==> config.mk <==
export PLATFORM = sky130hd
export DESIGN_NAME = speech_endpoint_detector_flat
export DESIGN_NICKNAME = d
export VERILOG_FILES = /design/src/design/sed_pkg.sv /design/src/design/sed_in_if.sv /design/src/design/sed_out_if.sv /design/src/design/speech_endpoint_detector.sv /design/src/design/sed_div.sv /design/src/flat_wrapper.sv
export VERILOG_INCLUDE_DIRS = /design/src /design/src/design
export SDC_FILE = /design/constraint.sdc
export NUM_CORES = 1
export LEC_CHECK = 0
export ABC_AREA = 1
export BUFFER_PORTS_ARGS = -buffer_cell sky130_fd_sc_hd__buf_2
export CORE_ASPECT_RATIO = 2
export CORE_MARGIN = 2
export CORE_UTILIZATION = 61
export DETAILED_ROUTE_END_ITERATION = 8
export GPL_ROUTABILITY_DRIVEN = 0
export PLACE_DENSITY_LB_ADDON = 0.1
export SYNTH_ARGS = -nofsm -noshare
export SYNTH_HDL_FRONTEND = slang
export SYNTH_SLANG_ARGS = --single-unit
==> constraint.sdc <==
create_clock -name clk -period 7.9 [get_ports clk]
set_clock_uncertainty 0.05 [all_clocks]
set_input_delay 0 -clock clk [delete_from_list [all_inputs] [get_ports clk]]
set_output_delay 0 -clock clk [all_outputs]
set_load 0.005 [all_outputs]
==> src/design/speech_endpoint_detector_defines.svh <==
// assertion macros of the speech endpoint detector rtl
// no dependencies; included by files that carry concurrent assertions
`ifndef SPEECH_ENDPOINT_DETECTOR_DEFINES_SVH
`define SPEECH_ENDPOINT_DETECTOR_DEFINES_SVH

// consequent checked in the same cycle as the antecedent
`define SED_ASSERT_NOW(label, clk, rst_n, ante, cons, msg) \
    label: assert property (@(posedge clk) disable iff (!rst_n) (ante) |-> (cons)) \
        else $error(msg);

// consequent checked in the cycle after the antecedent
`define SED_ASSERT_NEXT(label, clk, rst_n, ante, cons, msg) \
    label: assert property (@(posedge clk) disable iff (!rst_n) (ante) |=> (cons)) \
        else $error(msg);

`endif

==> src/design/sed_pkg.sv <==
// types, widths and codes of the speech endpoint detector
// no dependencies; used by the interfaces, the divider and the top level
`default_nettype none

package sed_pkg;

    localparam int MAX_BLOCK  = 4096;
    localparam int COUNT_BITS = 24;

    localparam int SAMPLE_W = 16;
    localparam int VOL_W    = 15;
    localparam int MS_W     = 32;
    localparam int THR_W    = 16;
    localparam int CFG_W    = 32;
    localparam int CFG_IDX_W = 2;

    // block length counter must hold MAX_BLOCK itself
    localparam int BLK_W = $clog2(MAX_BLOCK + 1);
    // magnitude sum; also holds the smoothing numerator 10 * 32767
    localparam int SUM_W = (BLK_W + VOL_W > 19) ? (BLK_W + VOL_W) : 19;
    // divisor holds the block length and the constant ten
    localparam int DVS_W = (BLK_W > 4) ? BLK_W : 4;
    localparam int DIV_STEPS = SUM_W;
    localparam int STEP_W = $clog2(DIV_STEPS);

    localparam logic [VOL_W-1:0]      VOL_MAX   = {VOL_W{1'b1}};
    localparam logic [COUNT_BITS-1:0] COUNT_MAX = {COUNT_BITS{1'b1}};
    localparam logic [MS_W-1:0]       MS_MAX    = {MS_W{1'b1}};
    localparam logic [DVS_W-1:0]      SMOOTH_DIV = DVS_W'(10);

    localparam logic [CFG_IDX_W-1:0] CFG_SIL_THR   = 2'd0;
    localparam logic [CFG_IDX_W-1:0] CFG_MIN_SPEECH = 2'd1;
    localparam logic [CFG_IDX_W-1:0] CFG_MIN_SIL   = 2'd2;
    localparam logic [CFG_IDX_W-1:0] CFG_TIMEOUT   = 2'd3;

    localparam logic [THR_W-1:0]      RST_SIL_THR    = THR_W'(500);
    localparam logic [COUNT_BITS-1:0] RST_MIN_SPEECH = COUNT_BITS'(8000);
    localparam logic [COUNT_BITS-1:0] RST_MIN_SIL    = COUNT_BITS'(24000);
    localparam logic [MS_W-1:0]       RST_TIMEOUT    = MS_W'(30000);

    typedef enum logic [1:0] {
        STAT_QUIET   = 2'd0,
        STAT_SPEECH  = 2'd1,
        STAT_AUTO    = 2'd2,
        STAT_TIMEOUT = 2'd3
    } status_t;

    typedef enum logic [4:0] {
        ST_IDLE   = 5'b00001,
        ST_MEAN   = 5'b00010,
        ST_SMOOTH = 5'b00100,
        ST_UPD    = 5'b01000,
        ST_DEC    = 5'b10000
    } state_t;

    typedef struct packed {
        logic             start;
        logic [SUM_W-1:0] dividend;
        logic [DVS_W-1:0] divisor;
    } div_req_t;

    typedef struct packed {
        logic             done;
        logic [SUM_W-1:0] quotient;
    } div_rsp_t;

endpackage

`default_nettype wire

==> src/design/sed_in_if.sv <==
// input channel of the speech endpoint detector: samples and millisecond ticks
// depends on sed_pkg
`default_nettype none

interface sed_in_if;
    logic                                valid;
    logic                                ready;
    logic                                action;
    logic signed [sed_pkg::SAMPLE_W-1:0] sample;
    logic                                block_end;

    modport source (output valid, output action, output sample, output block_end,
                    input ready);
    modport sink (input valid, input action, input sample, input block_end,
                  output ready);
endinterface

`default_nettype wire

==> src/design/sed_out_if.sv <==
// result channel of the speech endpoint detector: one report per block
// depends on sed_pkg
`default_nettype none

interface sed_out_if;
    logic                             valid;
    logic                             ready;
    logic [1:0]                       status;
    logic [sed_pkg::VOL_W-1:0]        volume;
    logic [sed_pkg::COUNT_BITS-1:0]   speech_count;
    logic [sed_pkg::COUNT_BITS-1:0]   silence_count;
    logic [sed_pkg::MS_W-1:0]         ms_count;

    modport source (output valid, output status, output volume, output speech_count,
                    output silence_count, output ms_count, input ready);
    modport sink (input valid, input status, input volume, input speech_count,
                  input silence_count, input ms_count, output ready);
endinterface

`default_nettype wire

==> src/design/speech_endpoint_detector.sv <==
// speech endpoint detector top level: block mean, smoothing, counters, status
// depends on sed_pkg, sed_in_if, sed_out_if, sed_div and the defines header
//
//  channel   dir  contents                                              transfer
//  audio     in   action, sample, block_end                             valid & ready
//  result    out  status, volume, speech_count, silence_count, ms_count valid & ready
//  cfg       in   cfg_we, cfg_index, cfg_data                           cfg_we high
//
// a tick or a sample that does not end a block leaves the detector idle and ready
// a block end runs the bit-serial divider to form the mean and then the smoothed
// volume; no smoothing divide is run when the old volume is zero
// audio is not taken while a block end is in work; a block end waits in the status
// step while the previous report is still untaken; rst_n clears the control state
// and counters and loads the default settings, not the length, mean or report registers
`default_nettype none
`include "speech_endpoint_detector_defines.svh"

module speech_endpoint_detector (
    input  wire logic                            clk,
    input  wire logic                            rst_n,
    sed_in_if.sink                               audio,
    sed_out_if.source                            result,
    input  wire logic                            cfg_we,
    input  wire logic [sed_pkg::CFG_IDX_W-1:0]   cfg_index,
    input  wire logic [sed_pkg::CFG_W-1:0]       cfg_data
);

    sed_pkg::state_t                   state_reg, state_next;

    logic [sed_pkg::THR_W-1:0]         thr_reg;
    logic [sed_pkg::COUNT_BITS-1:0]    min_speech_reg;
    logic [sed_pkg::COUNT_BITS-1:0]    min_sil_reg;
    logic [sed_pkg::MS_W-1:0]          timeout_reg;

    logic [sed_pkg::SUM_W-1:0]         sum_reg, sum_next;
    logic [sed_pkg::BLK_W-1:0]         cnt_reg, cnt_next;
    logic [sed_pkg::BLK_W-1:0]         len_reg, len_next;
    logic [sed_pkg::VOL_W-1:0]         mean_reg, mean_next;
    logic [sed_pkg::VOL_W-1:0]         vol_reg, vol_next;
    logic [sed_pkg::COUNT_BITS-1:0]    speech_reg, speech_next;
    logic [sed_pkg::COUNT_BITS-1:0]    sil_reg, sil_next;
    logic                              seen_reg, seen_next;
    logic [sed_pkg::MS_W-1:0]          ms_reg, ms_next;

    logic                              out_valid_reg, out_valid_next;
    sed_pkg::status_t                  out_status_reg, out_status_next;
    logic [sed_pkg::VOL_W-1:0]         out_vol_reg;
    logic [sed_pkg::COUNT_BITS-1:0]    out_speech_reg;
    logic [sed_pkg::COUNT_BITS-1:0]    out_sil_reg;
    logic [sed_pkg::MS_W-1:0]          out_ms_reg;
    logic                              out_load;

    sed_pkg::div_req_t                 div_req;
    sed_pkg::div_rsp_t                 div_rsp;

    logic                              in_xfer;
    logic [sed_pkg::SAMPLE_W-1:0]      raw;
    logic [sed_pkg::SAMPLE_W-1:0]      mag;
    logic [sed_pkg::SUM_W-1:0]         sum_add;
    logic [sed_pkg::BLK_W-1:0]         cnt_inc;
    logic                              blk_done;
    logic [sed_pkg::VOL_W-1:0]         mean_q;
    logic                              blk_quiet;
    logic [sed_pkg::COUNT_BITS:0]      speech_sum;
    logic [sed_pkg::COUNT_BITS:0]      sil_sum;

    sed_div u_div (
        .clk   (clk),
        .rst_n (rst_n),
        .req   (div_req),
        .rsp   (div_rsp)
    );

    assign in_xfer = audio.valid && audio.ready;
    assign audio.ready = (state_reg == sed_pkg::ST_IDLE);

    // most negative sample wraps to 0x8000, which reads as 32768 unsigned
    assign raw     = audio.sample;
    assign mag     = raw[sed_pkg::SAMPLE_W-1] ? (~raw + 1'b1) : raw;
    assign sum_add = sum_reg + sed_pkg::SUM_W'(mag);
    assign cnt_inc = cnt_reg + 1'b1;
    assign blk_done = audio.block_end || (cnt_inc == sed_pkg::BLK_W'(sed_pkg::MAX_BLOCK));

    assign mean_q = (div_rsp.quotient > sed_pkg::SUM_W'(sed_pkg::VOL_MAX))
                    ? sed_pkg::VOL_MAX : div_rsp.quotient[sed_pkg::VOL_W-1:0];

    assign blk_quiet = {1'b0, mean_reg} < thr_reg;
    assign speech_sum = {1'b0, speech_reg} + (sed_pkg::COUNT_BITS + 1)'(len_reg);
    assign sil_sum    = {1'b0, sil_reg} + (sed_pkg::COUNT_BITS + 1)'(len_reg);

    assign out_load = (state_reg == sed_pkg::ST_DEC) && (!out_valid_reg || result.ready);

    always_comb
    begin
        state_next  = state_reg;
        sum_next    = sum_reg;
        cnt_next    = cnt_reg;
        len_next    = len_reg;
        mean_next   = mean_reg;
        vol_next    = vol_reg;
        speech_next = speech_reg;
        sil_next    = sil_reg;
        seen_next   = seen_reg;
        ms_next     = ms_reg;
        div_req.start    = 1'b0;
        div_req.dividend = sum_add;
        div_req.divisor  = sed_pkg::DVS_W'(cnt_inc);
        out_status_next  = seen_reg ? sed_pkg::STAT_SPEECH : sed_pkg::STAT_QUIET;

        unique case (state_reg)
            sed_pkg::ST_IDLE:
            begin
                if (in_xfer)
                begin
                    if (audio.action)
                    begin
                        if (ms_reg != sed_pkg::MS_MAX)
                            ms_next = ms_reg + 1'b1;
                    end
                    else if (blk_done)
                    begin
                        div_req.start = 1'b1;
                        len_next   = cnt_inc;
                        sum_next   = '0;
                        cnt_next   = '0;
                        state_next = sed_pkg::ST_MEAN;
                    end
                    else
                    begin
                        sum_next = sum_add;
                        cnt_next = cnt_inc;
                    end
                end
            end
            sed_pkg::ST_MEAN:
            begin
                div_req.dividend = sed_pkg::SUM_W'(mean_q) * sed_pkg::SUM_W'(3)
                                 + sed_pkg::SUM_W'(vol_reg) * sed_pkg::SUM_W'(7);
                div_req.divisor  = sed_pkg::SMOOTH_DIV;
                if (div_rsp.done)
                begin
                    mean_next = mean_q;
                    if (vol_reg == '0)
                    begin
                        vol_next   = mean_q;
                        state_next = sed_pkg::ST_UPD;
                    end
                    else
                    begin
                        div_req.start = 1'b1;
                        state_next    = sed_pkg::ST_SMOOTH;
                    end
                end
            end
            sed_pkg::ST_SMOOTH:
            begin
                if (div_rsp.done)
                begin
                    vol_next   = div_rsp.quotient[sed_pkg::VOL_W-1:0];
                    state_next = sed_pkg::ST_UPD;
                end
            end
            sed_pkg::ST_UPD:
            begin
                if (blk_quiet)
                    sil_next = sil_sum[sed_pkg::COUNT_BITS] ? sed_pkg::COUNT_MAX
                                                            : sil_sum[sed_pkg::COUNT_BITS-1:0];
                else
                begin
                    speech_next = speech_sum[sed_pkg::COUNT_BITS]
                                  ? sed_pkg::COUNT_MAX : speech_sum[sed_pkg::COUNT_BITS-1:0];
                    sil_next    = '0;
                    seen_next   = 1'b1;
                end
                state_next = sed_pkg::ST_DEC;
            end
            sed_pkg::ST_DEC:
            begin
                // auto stop wins over timeout
                if (seen_reg && (speech_reg >= min_speech_reg) && (sil_reg >= min_sil_reg))
                    out_status_next = sed_pkg::STAT_AUTO;
                else if (ms_reg > timeout_reg)
                    out_status_next = sed_pkg::STAT_TIMEOUT;
                if (out_load)
                    state_next = sed_pkg::ST_IDLE;
            end
            default:
            begin
                state_next = sed_pkg::ST_IDLE;
            end
        endcase
    end

    always_comb
    begin
        out_valid_next = out_valid_reg;
        if (out_load)
            out_valid_next = 1'b1;
        else if (result.ready)
            out_valid_next = 1'b0;
    end

    always_ff @(posedge clk or negedge rst_n)
    begin
        if (!rst_n)
        begin
            state_reg      <= sed_pkg::ST_IDLE;
            sum_reg        <= '0;
            cnt_reg        <= '0;
            vol_reg        <= '0;
            speech_reg     <= '0;
            sil_reg        <= '0;
            seen_reg       <= 1'b0;
            ms_reg         <= '0;
            out_valid_reg  <= 1'b0;
            thr_reg        <= sed_pkg::RST_SIL_THR;
            min_speech_reg <= sed_pkg::RST_MIN_SPEECH;
            min_sil_reg    <= sed_pkg::RST_MIN_SIL;
            timeout_reg    <= sed_pkg::RST_TIMEOUT;
        end
        else
        begin
            state_reg     <= state_next;
            sum_reg       <= sum_next;
            cnt_reg       <= cnt_next;
            vol_reg       <= vol_next;
            speech_reg    <= speech_next;
            sil_reg       <= sil_next;
            seen_reg      <= seen_next;
            ms_reg        <= ms_next;
            out_valid_reg <= out_valid_next;
            if (cfg_we)
            begin
                unique case (cfg_index)
                    sed_pkg::CFG_SIL_THR:    thr_reg        <= cfg_data[sed_pkg::THR_W-1:0];
                    sed_pkg::CFG_MIN_SPEECH: min_speech_reg <= cfg_data[sed_pkg::COUNT_BITS-1:0];
                    sed_pkg::CFG_MIN_SIL:    min_sil_reg    <= cfg_data[sed_pkg::COUNT_BITS-1:0];
                    sed_pkg::CFG_TIMEOUT:    timeout_reg    <= cfg_data[sed_pkg::MS_W-1:0];
                    default:                 thr_reg        <= thr_reg;
                endcase
            end
        end
    end

    always_ff @(posedge clk)
    begin
        len_reg  <= len_next;
        mean_reg <= mean_next;
        if (out_load)
        begin
            out_status_reg <= out_status_next;
            out_vol_reg    <= vol_reg;
            out_speech_reg <= speech_reg;
            out_sil_reg    <= sil_reg;
            out_ms_reg     <= ms_reg;
        end
    end

    assign result.valid         = out_valid_reg;
    assign result.status        = out_status_reg;
    assign result.volume        = out_vol_reg;
    assign result.speech_count  = out_speech_reg;
    assign result.silence_count = out_sil_reg;
    assign result.ms_count      = out_ms_reg;

    // divider results only show up while the sequencer waits for them
    `SED_ASSERT_NOW(a_div_done_busy, clk, rst_n, div_rsp.done, (state_reg == sed_pkg::ST_MEAN) || (state_reg == sed_pkg::ST_SMOOTH), "divider finished outside a divide state")
    // a sample that closes a block starts the mean
    `SED_ASSERT_NEXT(a_blk_start, clk, rst_n, in_xfer && !audio.action && blk_done, (state_reg == sed_pkg::ST_MEAN) && (sum_reg == '0) && (cnt_reg == '0), "block end did not start the mean")
    // partial block never reaches the forced end length
    `SED_ASSERT_NOW(a_cnt_bound, clk, rst_n, 1'b1, cnt_reg < sed_pkg::BLK_W'(sed_pkg::MAX_BLOCK), "block length counter overran")
    // a report is only loaded once the counters have been updated
    `SED_ASSERT_NEXT(a_dec_after_upd, clk, rst_n, state_reg == sed_pkg::ST_UPD, state_reg == sed_pkg::ST_DEC, "update step not followed by status decision")

endmodule

`default_nettype wire

==> src/design/sed_div.sv <==
// bit-serial restoring divider, one quotient bit per cycle
// depends on sed_pkg (widths, request and response structs)
`default_nettype none

module sed_div (
    input  wire logic              clk,
    input  wire logic              rst_n,
    input  wire sed_pkg::div_req_t req,
    output sed_pkg::div_rsp_t      rsp
);

    logic                              busy_reg, busy_next;
    logic                              done_reg, done_next;
    logic [sed_pkg::STEP_W-1:0]        step_reg, step_next;
    logic [sed_pkg::DVS_W-1:0]         rem_reg, rem_next;
    logic [sed_pkg::SUM_W-1:0]         quo_reg, quo_next;
    logic [sed_pkg::DVS_W-1:0]         dvs_reg, dvs_next;
    logic [sed_pkg::DVS_W:0]           trial;
    logic                              fits;

    // shift the next dividend bit into the partial remainder
    assign trial = {rem_reg, quo_reg[sed_pkg::SUM_W-1]};
    assign fits  = trial >= {1'b0, dvs_reg};

    always_comb
    begin
        busy_next = busy_reg;
        done_next = 1'b0;
        step_next = step_reg;
        rem_next  = rem_reg;
        quo_next  = quo_reg;
        dvs_next  = dvs_reg;
        if (req.start)
        begin
            busy_next = 1'b1;
            step_next = '0;
            rem_next  = '0;
            quo_next  = req.dividend;
            dvs_next  = req.divisor;
        end
        else if (busy_reg)
        begin
            rem_next = fits ? sed_pkg::DVS_W'(trial - {1'b0, dvs_reg})
                            : trial[sed_pkg::DVS_W-1:0];
            quo_next = {quo_reg[sed_pkg::SUM_W-2:0], fits};
            step_next = step_reg + 1'b1;
            if (step_reg == sed_pkg::STEP_W'(sed_pkg::DIV_STEPS - 1))
            begin
                busy_next = 1'b0;
                done_next = 1'b1;
            end
        end
    end

    always_ff @(posedge clk or negedge rst_n)
    begin
        if (!rst_n)
        begin
            busy_reg <= 1'b0;
            done_reg <= 1'b0;
            step_reg <= '0;
        end
        else
        begin
            busy_reg <= busy_next;
            done_reg <= done_next;
            step_reg <= step_next;
        end
    end

    always_ff @(posedge clk)
    begin
        rem_reg <= rem_next;
        quo_reg <= quo_next;
        dvs_reg <= dvs_next;
    end

    assign rsp.done     = done_reg;
    assign rsp.quotient = quo_reg;

endmodule

`default_nettype wire

==> src/flat_wrapper.sv <==
// flat-port wrapper written by rule: the top's interface ports become plain ports
module speech_endpoint_detector_flat 
  (clk, rst_n, cfg_we, cfg_index, cfg_data, audio_valid, audio_action, audio_sample, audio_block_end, audio_ready, result_valid, result_status, result_volume, result_speech_count, result_silence_count, result_ms_count, result_ready);
  sed_in_if audio_i ();
  sed_out_if result_i ();
  input  wire logic clk;
  input  wire logic rst_n;
  input  wire logic cfg_we;
  input  wire logic [sed_pkg::CFG_IDX_W-1:0] cfg_index;
  input  wire logic [sed_pkg::CFG_W-1:0] cfg_data;
  input wire logic [$bits(audio_i.valid)-1:0] audio_valid;
  input wire logic [$bits(audio_i.action)-1:0] audio_action;
  input wire logic [$bits(audio_i.sample)-1:0] audio_sample;
  input wire logic [$bits(audio_i.block_end)-1:0] audio_block_end;
  output wire logic [$bits(audio_i.ready)-1:0] audio_ready;
  output wire logic [$bits(result_i.valid)-1:0] result_valid;
  output wire logic [$bits(result_i.status)-1:0] result_status;
  output wire logic [$bits(result_i.volume)-1:0] result_volume;
  output wire logic [$bits(result_i.speech_count)-1:0] result_speech_count;
  output wire logic [$bits(result_i.silence_count)-1:0] result_silence_count;
  output wire logic [$bits(result_i.ms_count)-1:0] result_ms_count;
  input wire logic [$bits(result_i.ready)-1:0] result_ready;
  assign audio_i.valid = audio_valid;
  assign audio_i.action = audio_action;
  assign audio_i.sample = audio_sample;
  assign audio_i.block_end = audio_block_end;
  assign audio_ready = audio_i.ready;
  assign result_valid = result_i.valid;
  assign result_status = result_i.status;
  assign result_volume = result_i.volume;
  assign result_speech_count = result_i.speech_count;
  assign result_silence_count = result_i.silence_count;
  assign result_ms_count = result_i.ms_count;
  assign result_i.ready = result_ready;
  speech_endpoint_detector u_core (.clk(clk), .rst_n(rst_n), .audio(audio_i), .result(result_i), .cfg_we(cfg_we), .cfg_index(cfg_index), .cfg_data(cfg_data));
endmodule
## Yosys cells after proc, flatten, opt, wreduce, memory -nomap -nowiden

Index checks and enable logic that the tools add are counted.

- $add $sub $neg: 9
- $mul: 2
- $lt $le $gt $ge: 6
- Equal/unequal tests: 18
- Multiplexer cells: 43
- Bitwise gates (word level): 3
- Reductions and logical operators: 23

Operator list:

| operator | count |
|---|---|
| 28-bit 2-to-1 mux | 3 |
| 24-bit 2-to-1 mux | 3 |
| 15-bit 2-to-1 mux | 4 |
| 24-bit by 13-bit adder with 25-bit output | 2 |
| 24-bit greater-or-equal comparator | 2 |
| 41-bit 2-to-1 mux | 1 |
| 5-bit 2-to-1 mux | 8 |
| 32-bit by 1-bit adder with 32-bit output, second input constant | 1 |
| 32-bit > comparator | 1 |
| 32-bit != test, second input constant | 1 |
| 15-bit one-hot mux with 2 select lines | 1 |
| 28-bit by 16-bit adder with 28-bit output | 1 |
| 28-bit by 15-bit > comparator with 1-bit output, second input constant | 1 |
| 13-bit 2-to-1 mux | 2 |
| 5-bit one-hot mux with 5 select lines | 1 |
| 17-bit by 18-bit adder with 19-bit output | 1 |
| 15-bit by 3-bit multiplier with 18-bit output, second input constant | 1 |
| 15-bit by 2-bit multiplier with 17-bit output, second input constant | 1 |
| 16-bit by 1-bit adder with 16-bit output, second input constant | 1 |
| 15-bit by 16-bit < comparator with 1-bit output | 1 |
| 16-bit 2-to-1 mux | 1 |
| 16-bit inverter | 1 |
| 15-bit logical NOT | 1 |
| 14-bit by 13-bit greater-or-equal comparator with 1-bit output | 1 |
| other kinds (27) | 63 |

- Register bits: 425
- Input port bits: 57
- Output and inout bits: 99
- Word-level logic and storage cells: 130

## Longest topological paths before layout

Gate-level depths: netlist of run 1.

- Word-level depth: 8
- Gate-level depth with buffers: 24
- Mapped depth without buffers: 24

## By module

Synthesis of run 1 repeated with hierarchy kept, for this count alone.

- Cell total of the unflattened synthesis: 3221
- Area, all modules: 26046.2 um^2

By module, submodules not included:

| module | instances | cells each | area an instance (um^2) | seq. area each (um^2) |
|---|---|---|---|---|
| speech_endpoint_detector | 1 | 2787 | 22617.9 | 9768.1 |
| sed_div | 1 | 434 | 3428.3 | 1666.6 |

## Least setup slack after synthesis of run 1

No wires, ideal clock.

- Path kind: reg-to-reg
- From: register u_core.state_reg[3]
- To: register u_core.out_ms_reg, in the netlist u_core.result.ms_count[0], enable pin
- Setup time: 0.553 ns
- Arrival: 4.959 ns
- Required time: 7.297 ns
- Slack: 2.338 ns
- Cell stages (with the launch flop): 6
- Path buffers: 0
- Clock period less this slack: 5.562 ns
- Path through: dfrtp_1 inv_1 nand2_1 nor3_1 inv_1 nor2_1

- Longest elaborated chain between the ends: 2

RTL lines:

| what | line | text |
|---|---|---|
| from (decl) | speech_endpoint_detector.sv:28 | `sed_pkg::state_t state_reg, state_next;` |
| from (signal assigned) | speech_endpoint_detector.sv:207 | `state_reg <= sed_pkg::ST_IDLE;` |
| from (signal assigned) | speech_endpoint_detector.sv:223 | `state_reg <= state_next;` |
| 5-bit == test | speech_endpoint_detector.sv:91 | `assign out_load = (state_reg == sed_pkg::ST_DEC) && (!out_valid_reg \|\| result.ready);` |
| 1-bit logical AND | speech_endpoint_detector.sv:91 |  |
| named net u_core.out_load | speech_endpoint_detector.sv:51 | `logic out_load;` |
| to (signal assigned) | speech_endpoint_detector.sv:255 | `out_ms_reg <= ms_reg;` |
| to (decl) | speech_endpoint_detector.sv:50 | `logic [sed_pkg::MS_W-1:0] out_ms_reg;` |

The timed path passes the listed nets, and every way through them passes these cells.
A chain may end at the register's enable or synchronous reset.

## Worst setup path in the final report of run 1

- From: register u_core.u_div.quo_reg[18] (netlist name)
- To: register u_core.u_div.quo_reg[17] (netlist name) (data pin)

- Longest elaborated chain between the ends: 6

RTL lines:

| what | line | text |
|---|---|---|
| from (decl) | sed_div.sv:16 | `logic [sed_pkg::SUM_W-1:0] quo_reg, quo_next;` |
| from (signal assigned) | sed_div.sv:74 | `quo_reg <= quo_next;` |
| 28-bit by 15-bit > comparator with 1-bit output | speech_endpoint_detector.sv:84 | `assign mean_q = (div_rsp.quotient > sed_pkg::SUM_W'(sed_pkg::VOL_MAX))` |
| 15-bit 2-to-1 mux | speech_endpoint_detector.sv:85 | `? sed_pkg::VOL_MAX : div_rsp.quotient[sed_pkg::VOL_W-1:0];` |
| 15-bit by 2-bit multiplier with 17-bit output | speech_endpoint_detector.sv:137 | `div_req.dividend = sed_pkg::SUM_W'(mean_q) * sed_pkg::SUM_W'(3)` |
| 17-bit by 18-bit adder with 19-bit output | speech_endpoint_detector.sv:138 | `+ sed_pkg::SUM_W'(vol_reg) * sed_pkg::SUM_W'(7);` |
| 41-bit 2-to-1 mux | speech_endpoint_detector.sv:110 | `unique case (state_reg)` |
| 28-bit 2-to-1 mux | sed_div.sv:33 | `if (req.start)` |
| named net u_core.u_div.quo_next (one bit) | sed_div.sv:16 |  |

The timed path passes the listed nets, and every way through them passes these cells.

==> reports/results.tsv, run 1 <==
metric	value	unit
rsz0062_at_grt	no	
seq_area_frac_synth	44.3	%
synth_area_per_cell	8.22	sq um
cts_htree_levels	2	
nNetsFinal	3614	
wire_per_inst	18.7	um
clk_path_buf_depth	3	
synth_async_sr_flop_share	57.9	%
synthTopCellsByArea	dfrtp_1 21%, edfxtp_1 19%, nand2_1 12%	
via_per_inst	5.70	
totalNegativeSetupSlack	0	ns
crit_path_max_fanout	15	
synth_compound_area_share	8.73	%
muxShareOfSynthArea	0.0388	%
hold_start	cfg_we	
seqCellArea	11400	sq um
holdPathStages	5	
multi_input_area	12300	sq um
start_util	61.8	%
post_cts.repair.setup_buffers	0	
yosys.area.top_type	dfrtp_1	
cts_root_buf	clkbuf_16	
vias	22222	
power_leakage	14.3	nW
syn_area	25800	sq um
timing.final.crit_share	61.6	%
numCtsBuffers	40	
grt_pass1_wl	115000	um
ys_ff_latch	425	
critPathArrivalTime	5.11	ns
relSlewSlack	20.3	%
status	finished, final reports clean	
r2r_slack	3.04	ns
cp.required	8.15	ns
peakVddDrop	0.246	mV
die_w	149	um
cts_tree	built	
dp_hpwl	55300	um
ctsResizeCount	0	
yosys.area_share.simple	23.2	%
synth_cells	3143	
cp-start-kind	register	
nFillCells	3446	
fmax	206	MHz
synth_edf_count	166	
synth_fa_ha_area_share	12.4	%
drive_gt1_share	8.63	%
synth_top_flop_cell	dfrtp_1	
finalMaxSlewViolations	0	
yosys_warnings	0	
synth_top_area_share	21.2	%
layout_setup_ws	3.04	ns
rr_endpoint	u_core.u_div.quo_reg[17]$_DFFE_PP_	
r2r_start	u_core.u_div.quo_reg[18]$_DFFE_PP_	
endpoint_kind	register	
clock_sinks	425	
dieArea	44100	sq um
final_antenna_net_count	0	
p_per_area	282	nW/um^2
antenna_found_initial	0	
synth.most_common_cell	nand2_1	
synth_xor_area_share	3.32	%
reg2reg_depth	24	
dr.first_iter.drc_count	1326	
cap_violations	0	
synthDistinctLibCells	52	
io_buffers	155	
syn_to_final_growth	12.2	%
setup_viol	0	
postCtsHoldBufs	41	
rows	106	
clock_latency	0.55	ns
pre_cts_slack	3.04	ns
synth_top_family_by_area	simple AND/OR/NAND/NOR gates	
worst_pin_slew	1.19	ns
drc	0	
min_to	u_core.min_sil_reg[8]$_DFFE_PN1P_	
die_h	295	um
criticalPathCategory	register to register	
clk_pin_slew_worst_paths	0.07	ns
drt_wl_total	72700	um
first_pass_iters	5	
synthTopCellsByCount	835 x nand2_1, 462 x inv_1, 260 x nor2_1	
synthesis.nets	3430	
grt_max_degree	175	
grt-ovfl-total	0	
ios	156	
grt_pass1_vias	22594	
holdCritPathClass	primary input to register	
period_needed	4.86	ns
grtUsageTotal	33.6	%
finalHoldViolations	0	
core	41800	sq um
[layout by cell type, fill, tap and decap left out, types with 5 or more instances in the layout]
cell,synthesis,final
a21o_1,8,8
a21oi_1,126,126
buf_2,13,154
buf_4,5,12
bufinv_16,0,7
clkbuf_1,43,8
clkbuf_16,0,44
clkinv_2,1,6
dfrtp_1,219,219
dfstp_2,27,27
dfxtp_1,13,13
dlygate4sd3_1,0,41
edfxtp_1,166,166
fa_1,43,43
ha_1,187,187
inv_1,462,462
inv_2,5,5
nand2_1,835,835
nand3_1,174,173
nand3_2,4,5
nand3b_1,16,16
nand4_1,57,57
nor2_1,260,259
nor3_1,32,32
nor4_1,18,18
o21ai_0,245,245
o21ai_1,8,8
o21bai_1,9,9
o22ai_1,22,22
or2_2,8,8
xnor2_1,26,26
xor2_1,70,70
[how the worst max path moves through the flow]
stage | start | end | slack (ns) | cells after the start
after detailed placement | u_core.u_div.quo_reg[18]$_DFFE_PP_ | u_core.u_div.quo_reg[17]$_DFFE_PP_ | 3.04 | 24
final | u_core.u_div.quo_reg[18]$_DFFE_PP_ | u_core.u_div.quo_reg[17]$_DFFE_PP_ | 3.04 | 24
after floorplan | u_core.state_reg[3]$_DFFE_PN0P_ | u_core.result.ms_count[0]$_DFFE_PP_ | 2.34 | 5
after CTS | u_core.u_div.quo_reg[27]$_DFFE_PP_ | u_core.u_div.quo_reg[17]$_DFFE_PP_ | 3.02 | 23
after global placement | u_core.u_div.quo_reg[18]$_DFFE_PP_ | u_core.u_div.quo_reg[17]$_DFFE_PP_ | 3.11 | 24
after global routing | u_core.u_div.quo_reg[18]$_DFFE_PP_ | u_core.u_div.quo_reg[17]$_DFFE_PP_ | 2.67 | 24
[logic make-up (layout without fill, tap and decap cells)]
logic type,Yosys count,in the layout
adder cells (fa/ha/maj),230,230
XOR/XNOR,97,97
flip-flops,425,425
buffers and inverters,537,753
other,0,1
AO/OA/AOI/OAI,430,430
multiplexers,1,1
AND/OR/NAND/NOR,1423,1423
[where the power goes]
group / leakage (nW) / total, mW / internal, mW / switching, mW
combinational: 8.70 / 3.04 / 1.05 / 1.99
sequential: 4.90 / 3.00 / 2.68 / 0.322
clock: 0.701 / 2.14 / 1.26 / 0.879
[critical path, cell delays in order, from the launching register on]
cell and delay (ns):
edfxtp_1 0.38, or2_2 0.30, nor4_1 0.18, and3_1 0.22, inv_1 0.22, nor2_1 0.26
fa_1 0.43, inv_1 0.07, ha_1 0.22, inv_1 0.08, xor2_1 0.20, inv_1 0.09
fa_1 0.45, inv_1 0.09, nand2_1 0.07, o21ai_0 0.44, nand3_1 0.15, nand2_1 0.16
nand3b_1 0.11, nand2_1 0.08, nand2_1 0.05, nand3_1 0.12, nand2_1 0.07, nand2_1 0.07
nand2_1 0.06
[cell type report]
class                   instances  area share, %
diodes                          1        0.00864
clock buffers                  53           3.95
clock inverters                21           1.08
inverters                     470           6.09
multi-input cells            2181           42.6
flip-flops and latches        425           39.5
well taps                     540           2.33
repair buffers                209           4.51
[per-layer routing]
layer | vias up | global-route usage [%] | part of all wire, %
li1 | 10589 | - | -
met2 | 809 | 62.7 | 53
met4 | 0 | 25.9 | 9.2
met1 | 10510 | 33.0 | 33
met3 | 314 | 4.06 | 5.0
met5 | - | 0 | 0
[metrics by stage]
step           instances  cell area (sq um)  total power [mW]  util [%]  hold slack, ns
6_report            3900              29000              8.18      69.3          0.0300
5_1_grt             3899              29000              8.73      69.3          0.0843
4_1_cts             3899              29000              8.14      69.3         0.00822
3_5_place_dp        3784              27100              5.96      64.9         -0.0242
3_3_place_gp        3784              27100              5.87      64.9         -0.0336
2_1_floorplan       3143              25800              5.12         -          -0.346
(Power assumes the default switching activity.)
==> run 2: changes to the inputs <==
clock period = 4.7 ns   (was 7.9 ns; I/O delays follow)
==> run 2 against run 1 <==
  * First-iteration DRC count rose by 9.3%
  * Worst hold slack got worse by 0.026 ns
  * Register-to-register slack got worse by 2.8 ns
  * Setup slack got worse by 2.8 ns
  * Via count barely moved
  * Flip-flop and latch count did not move
  * Total power rose by 67%
  * Sequential share of layout area fell by 0.068 points
  * Critical path depth fell by 4
  * Combinational power rose by 72%
  * Global-route usage barely moved
  * Critical path type unchanged
  * Largest cell class unchanged
  * Highest routed layer unchanged
==> reports/results.tsv, run 2 (synthesized netlist as in run 1, its figures left out) <==
metric	value	unit
cap_violations	0	
via_per_inst	5.66	
rr_endpoint	u_core.u_div.quo_reg[15]$_DFFE_PP_	
mostFrequentLayoutCells	835 x nand2_1, 462 x inv_1, 256 x nor2_1, 245 x o21ai_0, 219 x dfrtp_1	
antenna_cells	0	
crit_buf_inv	5	
hold-worst-slack	0.00428	ns
seqPwrFrac	36.7	%
setup_viol	0	
cp-start-kind	register	
vias	22200	
antenna_found_initial	0	
power.total	13.6	mW
clock_latency	0.56	ns
fmax	222	MHz
nFillCells	3391	
cts_root_buf	clkbuf_16	
p_per_area	470	nW/um^2
grt_pass1_vias	22790	
grt_pass1_wl	115000	um
drc	0	
die_h	295	um
core	41800	sq um
cp.required	4.97	ns
clk_pin_slew_worst_paths	0.07	ns
finalMaxSlewViolations	0	
period_needed	4.51	ns
criticalPathCategory	register to register	
peakVddDrop	0.464	mV
critPathArrivalTime	4.77	ns
dr.first_iter.drc_count	1449	
numCtsBuffers	40	
drt_wl_total	73400	um
holdCritPathClass	primary input to asynchronous set/reset pin	
grt-ovfl-total	0	
clk_path_buf_depth	3	
p_comb_share	38.3	%
finalHoldViolations	0	
first_pass_iters	6	
start_util	61.8	%
r2r_start	u_core.u_div.quo_reg[18]$_DFFE_PP_	
dieArea	44100	sq um
dp_hpwl	55900	um
timing.final.crit_share	95.9	%
totalNegativeSetupSlack	0	ns
syn_to_final_growth	12.4	%
endpoint_kind	register	
place_inst	3805	
io_buffers	155	
instances_no_fill	3919	
rows	106	
switchingPower	5.38	mW
ios	156	
status	finished, final reports clean	
crit_path_max_fanout	11	
clock_sinks	425	
grtUsageTotal	33.6	%
r2r_slack	0.19	ns
cp_common_cell	inv_1	
nNetsFinal	3634	
grt_max_degree	108	
cts_tree	built	
layout_commonest_cell	nand2_1	
final_antenna_net_count	0	
reg2reg_depth	20	
relSlewSlack	25.0	%
power_frac_clock	25.0	%
switching_share	39.4	%
cts_htree_levels	2	
die_w	149	um
cpMaxStageDelayCell	fa_1	
multi_input_area	12300	sq um
drive_gt1_share	9.23	%
seqCellArea	11400	sq um
crit_family	adder cells	
worst_pin_slew	1.12	ns
wire_per_inst	18.7	um
p_int	8.27	mW
power_leakage	14.4	nW
cp_cell_sequence	or2_2 -> nor4_2 -> and3_1 -> inv_1 -> buf_4 -> nor2_2 -> inv_1 -> fa_1 -> inv_1 -> fa_1 -> inv_1 -> ha_1 -> a21oi_1 -> o21ai_0 -> a21oi_1 -> nand3_1 -> nand3_1 -> nand2_1 -> nand2_1 -> nand2_1	
critical-path-max-stage-delay	0.54	ns
rsz0062_at_grt	no	
## run 2: changes by cell type in the layout (fill, tap and decap cells not counted), moves of 2 or more
cell,change
buf_4,+21
bufinv_16,-2
clkbuf_1,+2
clkbuf_16,-3
clkinv_2,+2
clkinvlp_4,-2
nor2_1,-3
nor2_2,+3
## run 2: stage by stage
step,setup slack (ns),instance area (sq um),utilization (%)
after detailed placement,0.142,27300,65.2
after global placement,0.184,27300,65.2
after floorplan,0.530,25800,-
after global routing,0.0193,29000,69.5
final,0.194,29000,69.5
after CTS,0.132,29000,69.4
## run 2: layout make-up
type                       count  share of cell area [%]
clock buffer                  53                    3.76
clock inverter                21                   0.892
sequential                   425                    39.4
inverter                     470                    6.08
multi-input combinational   2181                    42.5
timing repair buffer         229                    5.01
tap                          540                    2.33
## run 2: power groups by stage
stage | registers (mW) | logic [mW] | clock network [mW]
final | 5.00 | 5.23 | 3.41
after global routing | 5.06 | 5.87 | 3.58
after CTS | 4.99 | 5.11 | 3.45
after detailed placement | 5.06 | 5.03 | 0
after global placement | 5.04 | 4.90 | 0
after floorplan | 4.85 | 3.75 | 0
## run 2: how the worst max path moves through the flow
stage                                                  start                            endpoint  slack (ns)  cells past startpoint
after global placement    u_core.u_div.quo_reg[18]$_DFFE_PP_  u_core.u_div.quo_reg[15]$_DFFE_PP_        0.18                     20
after CTS                 u_core.u_div.quo_reg[18]$_DFFE_PP_  u_core.u_div.quo_reg[15]$_DFFE_PP_        0.13                     19
final                     u_core.u_div.quo_reg[18]$_DFFE_PP_  u_core.u_div.quo_reg[15]$_DFFE_PP_        0.19                     20
after floorplan           u_core.u_div.quo_reg[18]$_DFFE_PP_   u_core.u_div.quo_reg[9]$_DFFE_PP_        0.53                     19
after global routing      u_core.u_div.quo_reg[18]$_DFFE_PP_  u_core.u_div.quo_reg[15]$_DFFE_PP_        0.02                     21
after detailed placement  u_core.u_div.quo_reg[18]$_DFFE_PP_  u_core.u_div.quo_reg[15]$_DFFE_PP_        0.14                     20
## run 2: timing repair
| action | in CTS | in global routing |
|---|---|---|
| setup endpoints to repair | 0 | 8 |
| gates resized for setup | 0 | 4 |
| setup buffers | 0 | 0 |
| endpoints found under the hold margin | 216 | 0 |
| hold buffers | 40 | 0 |
## run 2: routing by layer
| layer | global-route usage (%) | routed length (um) |
|---|---|---|
| met1 | 32.6 | 24300 |
| met2 | 62.1 | 38400 |
| met3 | 4.24 | 3510 |
| met4 | 28.2 | 7210 |
| met5 | 0 | 0 |
==> run 3: changes to the inputs <==
GPL_ROUTABILITY_DRIVEN = unset   (was 0)
clock period = 4.54 ns   (was 4.7 ns; I/O delays follow)
==> run 3 against run 2 <==
  * Non-clock buffer count increased by 11
  * Critical path depth fell by 1
  * First-iteration DRC count down 3.2%
  * Routed wire length rose by 5.8%
  * Sequential power up 4.2%
  * Cell count up 0.26%
  * Global-route usage grew 2.5 points
==> reports/results.tsv, run 3 (synthesized netlist as in run 1, its figures left out) <==
metric	value	unit
grt-ovfl-total	0	
r2r_slack	0.23	ns
setup_viol	0	
start_util	61.8	%
dp_hpwl	59800	um
nFillCells	3358	
holdCritPathClass	primary input to asynchronous set/reset pin	
reg2reg_depth	19	
drive_gt1_share	10.2	%
r2r_start	u_core.u_div.quo_reg[18]$_DFFE_PP_	
cts_htree_levels	2	
crit_path_max_fanout	12	
clk_pin_slew_worst_paths	0.07	ns
finalMaxSlewViolations	0	
relSlewSlack	23.7	%
grt_pass1_wl	122000	um
finalHoldViolations	0	
vias	22290	
numCtsBuffers	40	
mostFrequentLayoutCells	832 x nand2_1, 460 x inv_1, 246 x nor2_1, 244 x o21ai_0, 219 x dfrtp_1	
clk_path_buf_depth	3	
place.gp.congestion	1.06	
dr.first_iter.drc_count	1403	
totalNegativeSetupSlack	0	ns
cts_tree	built	
timing.final.crit_share	94.9	%
ios	156	
nNetsFinal	3645	
critPathArrivalTime	4.56	ns
grtUsageTotal	36.1	%
rows	106	
rr_endpoint	u_core.u_div.quo_reg[9]$_DFFE_PP_	
antenna_cells	0	
via_per_inst	5.67	
clock_sinks	425	
first_pass_iters	5	
status	finished, final reports clean	
cap_violations	0	
crit_path_end	u_core.u_div.quo_reg[9]$_DFFE_PP_	
worst_pin_slew	1.14	ns
criticalPathCategory	register to register	
wire_per_inst	19.7	um
clock_latency	0.56	ns
power.total	14.4	mW
peakVddDrop	0.441	mV
dieArea	44100	sq um
drc	0	
period_needed	4.31	ns
power_leakage	14.4	nW
layout_commonest_cell	nand2_1	
die_h	295	um
drt_wl_total	77600	um
critPathLaunch	u_core.u_div.quo_reg[18]$_DFFE_PP_	
endpoint_kind	register	
grt_max_degree	110	
core	41800	sq um
final_antenna_net_count	0	
io_buffers	155	
cp.required	4.80	ns
die_w	149	um
p_per_area	494	nW/um^2
grt_pass1_vias	23253	
cts_root_buf	clkbuf_16	
antenna_found_initial	2	
cp-start-kind	register	
fmax	232	MHz
syn_to_final_growth	12.8	%
run 3: changes by cell type in the layout (fill, tap and decap cells not counted), sizes merged:
cell      change
buf          +11
bufinv        -2
clkbuf        -5
clkinv        +5
clkinvlp      -1
inv           +2
run 3: timing repair:
action	in CTS	in global routing
endpoints found under the setup margin	0	11
hold buffers	40	0
gates resized for setup	0	27
buffers inserted	0	1
endpoints found under the hold margin	231	0
run 3: area by class of cell:
cell class	instances	area [sq um]	share of cell area [%]
clock buffers	48	1080	3.72
well taps	540	676	2.32
flip-flops and latches	425	11400	39.3
multi-input cells	2181	12400	42.6
repair buffers	240	1530	5.24
inverters	470	1770	6.06
clock inverters	25	235	0.807
run 3: critical path, stage by stage, from the launching register on:
cell      delay [ns]
edfxtp_1        0.38
or2_2           0.32
nor4_2          0.14
and3_1          0.24
inv_2           0.08
buf_6           0.16
nor2_2          0.12
fa_1            0.46
fa_1            0.52
inv_1           0.05
ha_1            0.35
a21o_1          0.23
a21oi_1         0.17
nand2_2         0.10
buf_4           0.14
or2_2           0.26
nand3_1         0.06
o21ai_0         0.08
nand2_1         0.09
nand2_1         0.05
run 3: worst min-delay path by stage:
stage                 from                               endpoint  slack [ns]
floorplan            rst_n          u_core.cnt_reg[0]$_DFFE_PN0P_       -0.35
global placement     rst_n  u_core.min_speech_reg[23]$_DFFE_PN0P_        0.07
detailed placement   rst_n            u_core.seen_reg$_DFFE_PN0P_        0.07
CTS                 cfg_we      u_core.min_sil_reg[7]$_DFFE_PN1P_        0.02
global route        cfg_we     u_core.min_sil_reg[12]$_DFFE_PN1P_        0.11
finish               rst_n           u_core.ms_reg[3]$_DFFE_PN0P_        0.05
run 3: layer usage:
layer / up-vias / routed length [um] / track usage (%)
met5: - / 27 / 0
met4: 4 / 7550 / 29.0
met3: 338 / 3890 / 5.02
met2: 779 / 41300 / 67.3
met1: 10539 / 24800 / 34.5
li1: 10630 / - / -
run 3: per-stage QoR:
stage | instances | worst slack (ns) | hold WS [ns] | util, % | cell area (sq um)
6_report | 3929 | 0.231 | 0.0511 | 69.7 | 29100
5_1_grt | 3929 | -0.00801 | 0.107 | 69.7 | 29100
4_1_cts | 3928 | 0.0522 | 0.0225 | 69.5 | 29000
3_5_place_dp | 3815 | 0.0917 | 0.0725 | 65.4 | 27300
3_3_place_gp | 3815 | 0.0403 | 0.0694 | 65.4 | 27300
2_1_floorplan | 3143 | 0.370 | -0.346 | - | 25800
run 3: power by group:
part / leakage [nW] / total, mW / switching [mW] / internal (mW)
Clock: 0.655 / 3.43 / 1.53 / 1.90
Sequential: 4.90 / 5.21 / 0.549 / 4.66
Combinational: 8.85 / 5.75 / 3.73 / 2.02
Total: 14.4 / 14.4 / 5.81 / 8.58
